**config.mk**
```make
export PLATFORM = sky130hd
export DESIGN_NAME = utf8_to_code_point_decoder_top
export DESIGN_NICKNAME = d
export VERILOG_FILES = /design/src/hw/rtl/u8d_pkg.sv /design/src/hw/rtl/u8d_front.sv /design/src/hw/rtl/u8d_queue.sv /design/src/hw/rtl/u8d_back.sv /design/src/hw/rtl/utf8_to_code_point_decoder_top.sv
export SDC_FILE = /design/constraint.sdc
export NUM_CORES = 1
export LEC_CHECK = 0
export BUFFER_PORTS_ARGS = -buffer_cell sky130_fd_sc_hd__buf_2
export CAP_MARGIN = 30
export CORE_MARGIN = 1
export CORE_UTILIZATION = 55
export CTS_CLUSTER_DIAMETER = 30
export DETAILED_ROUTE_END_ITERATION = 7
export PLACE_DENSITY_LB_ADDON = 0.05
export SLEW_MARGIN = 40
export SYNTH_ARGS = -nofsm -noshare
export SYNTH_HDL_FRONTEND = slang
export SYNTH_SLANG_ARGS = --single-unit
```
**constraint.sdc**
```tcl
create_clock -name clock -period 16.45 [get_ports clock]
set_clock_uncertainty 0.1 [all_clocks]
set_input_delay 2.4675 -clock clock [delete_from_list [all_inputs] [get_ports clock]]
set_output_delay 2.4675 -clock clock [all_outputs]
set_load 0.05 [all_outputs]
```
**src/hw/rtl/u8d_pkg.sv**
```systemverilog
// Shared types and constants for the UTF-8 decoder.
// Holds the job record passed from the front part through the queue to the back part.
// No dependencies.
package u8d_pkg;

   localparam int CP_W    = 21;
   localparam int BYTE_W  = 8;
   localparam int MAX_RES = 3;      // results one byte can cause
   localparam int HOLD_N  = 2;      // held continuation bytes
   localparam int Q_DEPTH = 2;
   localparam int Q_PTR_W = $clog2(Q_DEPTH);
   localparam int Q_CNT_W = $clog2(Q_DEPTH + 1);

   localparam logic [7:0] ASCII_LIM  = 8'h80;
   localparam logic [7:0] LEAD2_MASK = 8'hE0;
   localparam logic [7:0] LEAD2_CODE = 8'hC0;
   localparam logic [7:0] LEAD3_MASK = 8'hF0;
   localparam logic [7:0] LEAD3_CODE = 8'hE0;
   localparam logic [7:0] LEAD4_MASK = 8'hF8;
   localparam logic [7:0] LEAD4_CODE = 8'hF0;
   localparam logic [7:0] PAY2_MASK  = 8'h1F;
   localparam logic [7:0] PAY3_MASK  = 8'h0F;
   localparam logic [7:0] PAY4_MASK  = 8'h07;
   localparam logic [7:0] CONT_MASK  = 8'h3F;

   // one accepted byte's worth of results
   typedef struct packed {
      logic [1:0]                        cnt;   // results in this job, 1..3
      logic                              bare;  // end marker without character
      logic                              fin;   // job closes the string
      logic [MAX_RES-1:0][CP_W-1:0]      cp;
   } job_type;

   function automatic logic is_lead2(input logic [7:0] b);
      return (b & LEAD2_MASK) == LEAD2_CODE;
   endfunction

   function automatic logic is_lead3(input logic [7:0] b);
      return (b & LEAD3_MASK) == LEAD3_CODE;
   endfunction

   function automatic logic is_lead4(input logic [7:0] b);
      return (b & LEAD4_MASK) == LEAD4_CODE;
   endfunction

endpackage

```
**src/hw/rtl/u8d_front.sv**
```systemverilog
// Front part of the UTF-8 decoder: takes bytes, tracks open sequences, builds
// one job per byte that yields results or ends the string. Depends on u8d_pkg.
module u8d_front import u8d_pkg::*; (
   input  logic              clock,
   input  logic              reset,
   input  logic              req_valid,
   input  logic [7:0]        req_in_byte,
   input  logic              req_final_byte,
   input  logic              q_full,
   output logic              push,
   output job_type           push_job
);

   logic [1:0]              pend_ff, pend_in;
   logic [CP_W-1:0]         part_ff, part_in;
   logic [1:0]              hcnt_ff, hcnt_in;
   logic [HOLD_N-1:0][7:0]  held_ff, held_in;

   logic                    acc;
   logic [1:0]              n;
   logic [MAX_RES-1:0][CP_W-1:0] cps;
   logic [MAX_RES-1:0][7:0] seq;
   logic [1:0]              hc;
   logic [2:0]              len;
   logic [2:0]              pos;
   logic [7:0]              c;
   logic [7:0]              b;
   logic                    fin;

   assign acc = req_valid && !q_full;
   assign b   = req_in_byte;
   assign fin = req_final_byte;

   always_comb begin
      pend_in = pend_ff;
      part_in = part_ff;
      hcnt_in = hcnt_ff;
      held_in = held_ff;
      n       = '0;
      cps     = '0;
      pos     = '0;
      c       = '0;
      hc      = (hcnt_ff > 2'(HOLD_N)) ? 2'(HOLD_N) : hcnt_ff;
      len     = 3'(hc) + 3'd1;
      for (int j = 0; j < MAX_RES; j++) begin
         if (2'(j) < hc) begin
            seq[j] = held_ff[j];
         end else if (2'(j) == hc) begin
            seq[j] = b;
         end else begin
            seq[j] = '0;
         end
      end

      if (acc) begin
         if (pend_ff == 2'd0) begin
            if (b < ASCII_LIM) begin
               cps[0] = CP_W'(b);
               n      = 2'd1;
            end else if (!fin) begin
               if (is_lead2(b)) begin
                  pend_in = 2'd1;
                  part_in = CP_W'(b & PAY2_MASK);
               end else if (is_lead3(b)) begin
                  pend_in = 2'd2;
                  part_in = CP_W'(b & PAY3_MASK);
               end else if (is_lead4(b)) begin
                  pend_in = 2'd3;
                  part_in = CP_W'(b & PAY4_MASK);
               end
            end
         end else if (pend_ff == 2'd1) begin
            cps[0]  = {part_ff[CP_W-7:0], b[5:0]};
            n       = 2'd1;
            pend_in = '0;
            part_in = '0;
            hcnt_in = '0;
         end else if (!fin) begin
            part_in = {part_ff[CP_W-7:0], b[5:0]};
            pend_in = pend_ff - 2'd1;
            if (hcnt_ff < 2'(HOLD_N)) begin
               held_in[hcnt_ff[0]] = b;
               hcnt_in = hcnt_ff + 2'd1;
            end
         end else begin
            // string ends mid-sequence: drop lead, rescan held bytes and this one
            for (int s = 0; s < MAX_RES; s++) begin
               if (pos < len) begin
                  c = seq[pos[1:0]];
                  if (c < ASCII_LIM) begin
                     cps[n] = CP_W'(c);
                     n      = n + 2'd1;
                     pos    = pos + 3'd1;
                  end else if (is_lead2(c) && (pos + 3'd1 < len)) begin
                     cps[n] = CP_W'({c[4:0], seq[pos[1:0] + 2'd1][5:0]});
                     n      = n + 2'd1;
                     pos    = pos + 3'd2;
                  end else begin
                     pos    = pos + 3'd1;
                  end
               end
            end
         end
         if (fin) begin
            pend_in = '0;
            part_in = '0;
            hcnt_in = '0;
         end
      end
   end

   assign push          = acc && ((n != 2'd0) || fin);
   assign push_job.cnt  = (n == 2'd0) ? 2'd1 : n;
   assign push_job.bare = (n == 2'd0);
   assign push_job.fin  = fin;
   assign push_job.cp   = cps;

   always_ff @(posedge clock) begin
      if (reset) begin
         pend_ff <= '0;
         part_ff <= '0;
         hcnt_ff <= '0;
      end else begin
         pend_ff <= pend_in;
         part_ff <= part_in;
         hcnt_ff <= hcnt_in;
      end
   end

   // held bytes are read only below the held count
   always_ff @(posedge clock) begin
      held_ff <= held_in;
   end

endmodule

```
**src/hw/rtl/u8d_queue.sv**
```systemverilog
// Short job queue between the front and back parts of the UTF-8 decoder.
// Depends on u8d_pkg.
module u8d_queue import u8d_pkg::*; (
   input  logic     clock,
   input  logic     reset,
   input  logic     push,
   input  job_type  push_job,
   input  logic     pop,
   output logic     full,
   output logic     head_valid,
   output job_type  head_job
);

   job_type [Q_DEPTH-1:0] mem_ff;
   logic [Q_PTR_W-1:0]    wr_ff, wr_in;
   logic [Q_PTR_W-1:0]    rd_ff, rd_in;
   logic [Q_CNT_W-1:0]    cnt_ff, cnt_in;
   logic                  do_wr;
   logic                  do_rd;

   assign full       = (cnt_ff == Q_CNT_W'(Q_DEPTH));
   assign head_valid = (cnt_ff != '0);
   assign head_job   = mem_ff[rd_ff];
   assign do_wr      = push && !full;
   assign do_rd      = pop && head_valid;

   always_comb begin
      wr_in  = wr_ff;
      rd_in  = rd_ff;
      cnt_in = cnt_ff;
      if (do_wr) begin
         wr_in = (wr_ff == Q_PTR_W'(Q_DEPTH - 1)) ? '0 : wr_ff + Q_PTR_W'(1);
      end
      if (do_rd) begin
         rd_in = (rd_ff == Q_PTR_W'(Q_DEPTH - 1)) ? '0 : rd_ff + Q_PTR_W'(1);
      end
      if (do_wr && !do_rd) begin
         cnt_in = cnt_ff + Q_CNT_W'(1);
      end else if (do_rd && !do_wr) begin
         cnt_in = cnt_ff - Q_CNT_W'(1);
      end
   end

   always_ff @(posedge clock) begin
      if (reset) begin
         wr_ff  <= '0;
         rd_ff  <= '0;
         cnt_ff <= '0;
      end else begin
         wr_ff  <= wr_in;
         rd_ff  <= rd_in;
         cnt_ff <= cnt_in;
      end
   end

   always_ff @(posedge clock) begin
      if (do_wr) begin
         mem_ff[wr_ff] <= push_job;
      end
   end

endmodule

```
**src/hw/rtl/u8d_back.sv**
```systemverilog
// Back part of the UTF-8 decoder: walks the results of the head job and
// drives the registered result channel. Depends on u8d_pkg.
module u8d_back import u8d_pkg::*; (
   input  logic             clock,
   input  logic             reset,
   input  logic             head_valid,
   input  job_type          head_job,
   output logic             pop,
   output logic             rsp_valid,
   input  logic             rsp_stall,
   output logic [CP_W-1:0]  rsp_code_point,
   output logic             rsp_has_char,
   output logic             rsp_string_end,
   output logic             rsp_run_last
);

   logic [1:0]       idx_ff, idx_in;
   logic             vld_ff, vld_in;
   logic [CP_W-1:0]  cp_ff;
   logic             has_ff;
   logic             end_ff;
   logic             last_ff;
   logic             load;
   logic             last;
   logic [CP_W-1:0]  cp_sel;

   assign load = head_valid && (!vld_ff || !rsp_stall);
   assign last = (idx_ff == head_job.cnt - 2'd1);
   assign pop  = load && last;

   always_comb begin
      case (idx_ff)
         2'd0:    cp_sel = head_job.cp[0];
         2'd1:    cp_sel = head_job.cp[1];
         2'd2:    cp_sel = head_job.cp[2];
         default: cp_sel = '0;
      endcase
   end

   always_comb begin
      idx_in = idx_ff;
      vld_in = vld_ff && rsp_stall;
      if (load) begin
         vld_in = 1'b1;
         idx_in = last ? 2'd0 : idx_ff + 2'd1;
      end
   end

   always_ff @(posedge clock) begin
      if (reset) begin
         idx_ff <= '0;
         vld_ff <= 1'b0;
      end else begin
         idx_ff <= idx_in;
         vld_ff <= vld_in;
      end
   end

   always_ff @(posedge clock) begin
      if (load) begin
         cp_ff   <= cp_sel;
         has_ff  <= !head_job.bare;
         end_ff  <= last && head_job.fin;
         last_ff <= last;
      end
   end

   assign rsp_valid      = vld_ff;
   assign rsp_code_point = cp_ff;
   assign rsp_has_char   = has_ff;
   assign rsp_string_end = end_ff;
   assign rsp_run_last   = last_ff;

endmodule

```
**src/hw/rtl/utf8_to_code_point_decoder_top.sv**
```systemverilog
// Top level of the UTF-8 to code point decoder.
// Instantiates u8d_front, u8d_queue and u8d_back; depends on u8d_pkg.
//
//   channel | direction | handshake          | payload
//   --------+-----------+--------------------+--------------------------------------
//   req     | in        | req_valid/req_stall | req_in_byte, req_final_byte
//   rsp     | out       | rsp_valid/rsp_stall | rsp_code_point, rsp_has_char,
//           |           |                     | rsp_string_end, rsp_run_last
//
// One byte is taken per cycle while req_stall is low. A byte yielding one result
// shows it on rsp after the queue write and then the output register; a byte
// yielding two or three results is drained by the single output register, one
// result per cycle while rsp_stall is low.
// Reset (synchronous, active high) clears the sequence state, the queue and the
// output valid. req_stall is high only while the two-entry job queue is full;
// rsp_stall holds the output register and, once the queue fills, backs up req.
module utf8_to_code_point_decoder_top import u8d_pkg::*; (
   input  logic             clock,
   input  logic             reset,
   input  logic             req_valid,
   output logic             req_stall,
   input  logic [7:0]       req_in_byte,
   input  logic             req_final_byte,
   output logic             rsp_valid,
   input  logic             rsp_stall,
   output logic [CP_W-1:0]  rsp_code_point,
   output logic             rsp_has_char,
   output logic             rsp_string_end,
   output logic             rsp_run_last
);

   logic    q_full;
   logic    push;
   job_type push_job;
   logic    pop;
   logic    head_valid;
   job_type head_job;

   // stall the byte stream only when no room for another job
   assign req_stall = q_full;

   // front: classify bytes, keep the open sequence, build result jobs
   u8d_front u_front (
      .clock          (clock),
      .reset          (reset),
      .req_valid      (req_valid),
      .req_in_byte    (req_in_byte),
      .req_final_byte (req_final_byte),
      .q_full         (q_full),
      .push           (push),
      .push_job       (push_job)
   );

   // decouples front from back so each side stalls independently
   u8d_queue u_queue (
      .clock      (clock),
      .reset      (reset),
      .push       (push),
      .push_job   (push_job),
      .pop        (pop),
      .full       (q_full),
      .head_valid (head_valid),
      .head_job   (head_job)
   );

   // back: one result transaction per cycle from the head job while rsp_stall is low
   u8d_back u_back (
      .clock          (clock),
      .reset          (reset),
      .head_valid     (head_valid),
      .head_job       (head_job),
      .pop            (pop),
      .rsp_valid      (rsp_valid),
      .rsp_stall      (rsp_stall),
      .rsp_code_point (rsp_code_point),
      .rsp_has_char   (rsp_has_char),
      .rsp_string_end (rsp_string_end),
      .rsp_run_last   (rsp_run_last)
   );

endmodule
```
# Yosys cells after proc, flatten, opt, wreduce, memory -nomap -nowiden
# Cells that the tools add are included.
classes:
  magnitude_cmp: 28
  n_reduce_logical: 36
  eq_ne: 16
  n_bitwise: 3
  muxes: 117
  n_addsub: 16
ops:
  columns: ["operator", "count"]
  rows:
  - ["$mux 63", 12]
  - ["$bwmux 63", 4]
  - ["$mux 21", 10]
  - ["$mux 67", 3]
  - ["$bwmux 134", 1]
  - ["$mux 15", 7]
  - ["$demux 21 s2", 2]
  - ["$mux 42", 2]
  - ["$mux 8", 10]
  - ["$mux 2", 37]
  - ["$demux 67 s1", 1]
  - ["$bmux 8 s2", 4]
  - ["$pmux 21 s3", 1]
  - ["$mux 3", 13]
  - ["$lt 8x8->1 const B", 4]
  - ["$lt 2x3->1 const B", 6]
  - ["$logic_and 1x1->1", 17]
  - ["$bwmux 16", 1]
  - ["$add 2x1->2 const B", 7]
  - ["$eq 3x3->1 const B", 4]
  - ["$lt 3x3->1", 4]
  - ["$mux 6", 2]
  - ["$mux 11", 1]
  - ["$demux 8 s1", 1]
  - ["32 further kinds", 62]
word_totals:
  out_inout_bits: 26
  word_cells: 242
  ff_bits: 200

# Longest topological paths before layout
logic_depth:
  ltp_word: 44
  depth_mapped: 26
  depth_no_buf: 21

# Hierarchy
# Synthesis repeated with hierarchy kept, for this count alone.
hier_totals:
  cells_unflattened: 999
  area_unflattened_um2: 11217.0
modules_own_cells:
  columns: ["mod", "cells_each", "area_each_um2", "instances", "seq_area_each_um2"]
  rows:
  - ["u8d_queue", 232, 5108.6, 1, 4103.9]
  - ["u8d_front", 668, 4834.6, 1, 860.8]
  - ["u8d_back", 99, 1273.7, 1, 780.7]

# Least setup slack after synthesis
# Ideal clock, no wire load.
synth_path:
  path_type: "input port to flip-flop"
  startpoint: "input port req_final_byte"
  endpoint: "register u_queue.mem_ff[0] in the netlist's numbering, enable pin"
  setup_slack_ns: 9.817
  arrival_time_ns: 6.024
  required_time_ns: 15.840
  setup_time_ns: 0.510
  stages: 3
  cell_sequence: "clkbuf_1 nor2_1 nor3_1"
synth_via:
  elab_chain_cells: 8
synth_rtl:
  columns: ["element", "line_no", "source"]
  rows:
  - ["start: declaration", "utf8_to_code_point_decoder_top.sv:23", "input logic req_final_byte,"]
  - ["$mux 2", "u8d_front.sv:78", "end else if (!fin) begin"]
  - ["$mux 2", "u8d_front.sv:72", "end else if (pend_ff == 2'd1) begin"]
  - ["$mux 2", "u8d_front.sv:56", "if (pend_ff == 2'd0) begin"]
  - ["$mux 2", "u8d_front.sv:55", "if (acc) begin"]
  - ["$reduce_bool 2->1", "u8d_front.sv:112", "assign push = acc && ((n != 2'd0) || fin);"]
  - ["$logic_or 1x1->1 (*)", "u8d_front.sv:112", null]
  - ["$logic_and 1x1->1 (*)", "u8d_front.sv:112", null]
  - ["$logic_and 1x1->1 (*)", "u8d_queue.sv:24", "assign do_wr = push && !full;"]
  - ["end signal: indexed assignment", "u8d_queue.sv:58", "mem_ff[wr_ff] <= push_job;"]
  - ["end: declaration", "u8d_queue.sv:14", "job_type [Q_DEPTH-1:0] mem_ff;"]
# Every way passes the cells marked *; elsewhere a longest branch is shown, timed or not.
# A chain may end at the register's enable or synchronous reset.

==> impl_metrics.toml <==
[worst_setup_path]
crit_arrival_ns = 7.35
r2r_end = "u_queue.mem_ff[91]"
worstPathCellList = "inv_1 > ha_1 > buf_4 > nand4bb_4 > nand2_1 > clkinv_1 > ha_1 > inv_1 > a21oi_2 > o21ai_4 > inv_4 > ha_1 > ha_1 > nand3_1 > nand2_1 > a41oi_1 > nand4b_4 > nor2_2 > a21oi_1 > a221oi_1"
cp_data_required_time_ns = 16.52
cp-start-kind = "register"
reg2reg_depth = 20
cpMaxStageDelayCell = "dfxtp_1"
worstPathMaxFanout = 23
cp_common_cell = "ha_1"
r2r_setup_slack_ns = 9.18
crit_path_max_incr_delay_ns = 0.60
rr_startpoint = "u_front.hcnt_ff[1]"
setup.worst_path.class = "reg -> reg"
crit_path_end_kind = "register"

[route]
route.detailed.vias_per_inst = 6.69
routedWlPerCell_um = 23.8
vias = 7403
dr.pass1.iters = 7
postRouteAntennaNets = 0
drt_first_iter_violations = 800
wl_um = 26300
drc = 0

[synth]
yosysSeqAreaShare_pct = 50.7
synthesis.nets = 901
syn-cell-area_mm2 = 0.00896
synth.avg_cell_area_um2 = 10.4
synth_cells = 865
synth_edf_count = 134
ys.warnings.count = 0
ys_types = 85
synth_flop_cell = "edfxtp_1"
ys_ff_latch = 160
async_reset_ff_share_pct = 0

[power_and_ir_drop]
vdd_drop_max_mv = 0.0984
leakage_nw = 3.54
power.density_mw_per_mm2 = 143
finalPower_mw = 1.41

[floorplan]
initial_core_util_pct = 56.4
pin_count = 39
die_w_um = 130
die_area_mm2 = 0.0168
fp.dieH_um = 130
core-area_mm2 = 0.0159
fp-row-count = 46

[grt]
grt_overflow_total = 0
grt_pass1_vias = 6856
grt_usage_pct = 32.2
grt_start_max_net_pins = 48
grt_pass1_wl_um = 39800
antenna_found_initial = 0

[status]
status = "finished, final reports clean"

[clock_network]
clock_latency_ns = 0.44
path_clk_slew_ns = 0.07
cts_buffer_depth = 2
cts_num_sinks = 160
h-tree-depth = 4
postCtsSetupBuffers = 0
cts_root_buffer = "clkbuf_16"
ctsResizeCount = 0
cts-hold-fix-buffers = 0
cts_buffers = 17
cts_tree = "built"

[worst_hold_path]
whs_endpoint = "u_back.rsp_valid"
hp-class = "reg -> reg"
hold_start = "u_back.rsp_valid"
hold_depth = 2

[finish]
final_layout_size_suffix_gt1_share_pct = 14.2
fin_nets = 913
syn2layout_area_growth_pct = 10.4
antennaDiodeCount = 0

[placed_design]
place.gp.congestion = 1.02
hpwl_um = 18800
port_buffers = 38

[sta]
rsz0062_at_grt = "false"
fin_hold_ws_ns = 0.386
maxSlewHeadroom_pct = 44.8
finalMaxSlewViolations = 0
fmax_mhz = 138
setup_viol = 0
tightest_slew_ns = 0.805
finalHoldViolations = 0
post-route-min-period_ns = 7.27
fin_setup_tns_ns = 0
finalCritPeriodShare_pct = 44.2

[flow_run]
max-cap-violations = 0
## critical path, delay by kind of cell, from the launching register on
kind,cells,cell delay [ns]
simple gates,6,1.94
buf+inv,5,1.35
flops,1,0.60
compound gates,5,1.38
fa+ha+maj,4,1.62
## synth_stat cells, types with 12 or more instances
library cell	number	area [um2]
a211oi_1	22	165
a21oi_1	44	220
a222oi_1	22	220
a22oi_1	23	173
and2_1	19	119
clkbuf_1	33	124
dfxtp_1	26	521
edfxtp_1	134	4020
ha_1	23	288
inv_1	17	63.8
mux2i_1	30	300
nand2_1	87	327
nand3_1	16	80.1
nor2_1	105	394
nor2b_1	12	75.1
nor3_1	19	95.1
o21ai_0	34	170
o22ai_1	15	93.8
## how the worst max path moves through the flow
stage / from / endpoint / slack, ns / cells past startpoint
final: u_front.hcnt_ff[1] / u_queue.mem_ff[91] / 9.18 / 20
after global routing: u_front.hcnt_ff[1] / u_queue.mem_ff[91] / 8.67 / 20
after CTS: u_front.hcnt_ff[1] / u_queue.mem_ff[70] / 9.33 / 20
after detailed placement: req_in_byte[7] / u_queue.mem_ff[3] / 9.06 / 17
after global placement: req_in_byte[7] / u_queue.mem_ff[24] / 9.19 / 17
after floorplan: req_final_byte / u_queue.mem_ff[0] / 9.82 / 3
## through the flow
step / setup slack [ns] / utilization (%) / std cells / area [um2]
6_report: 9.18 / 62.3 / 1106 / 9890
5_1_grt: 8.67 / 62.3 / 1106 / 9890
4_1_cts: 9.33 / 62.2 / 1106 / 9880
3_5_place_dp: 9.06 / 58.3 / 1074 / 9270
3_3_place_gp: 9.19 / 58.3 / 1074 / 9270
2_1_floorplan: 9.82 / - / 865 / 8960
## report_power, final
group,internal [mW],leakage [nW],switching (mW)
clock,0.207,0.294,0.188
sequential,0.534,1.47,0.0247
combinational,0.122,1.77,0.336
total,0.863,3.54,0.549
## cell usage in the layout, fill, tap and decap left out, types with 6 or more instances in the layout
master and count:
o211ai_1 8, inv_8 6, and2_1 18, a31oi_1 7, nor2b_1 12, a211oi_1 22
o21ai_1 7, a21oi_1 44, o22ai_1 15, a22oi_1 23, clkbuf_16 17, and3_1 10
nor2_1 105, a221oi_1 6, nor3_1 18, buf_4 11, nand2_1 87, nand3_1 16
inv_1 16, edfxtp_1 134, ha_1 20, a222oi_1 22, mux2i_1 30, o21ai_0 32
buf_2 38, dfxtp_1 26
## layout make-up
type                            count  area [um2]
Timing Repair Buffer               49         273
Inverter                           23        88.8
Clock inverter                     15         183
Tap cell                          216         270
Sequential cell                   160        4540
Clock buffer                       17         425
Fill cell                        1288        5990
Multi-Input combinational cell    626        4110
## sequential cells by signal (all words and copies together), names as in the netlist, 2 cells and up
name / cells
u_front.pend_ff: 2
u_front.held_ff: 16
u_front.part_ff: 15
u_back.idx_ff: 2
u_queue.mem_ff: 94
u_back.rsp_code_point: 21
u_front.hcnt_ff: 2
u_queue.cnt_ff: 2
## logic make-up after synthesis
kind of cell    synth area share, %
flops                          50.7
compound gates                 20.7
xor+xnor                      0.964
buf+inv                        3.73
fa+ha+maj                      3.21
simple gates                   16.6
mux                            4.13
## routing by layer
metal | part of all wire [%] | up-vias | GRT usage (%)
met4 | 4.1 | 0 | 14.7
li1 | - | 3329 | -
met3 | 7.7 | 75 | 6.03
met1 | 41 | 3536 | 41.9
met5 | 0 | - | 0
met2 | 47 | 463 | 52.3
(Power assumes the default switching activity.)
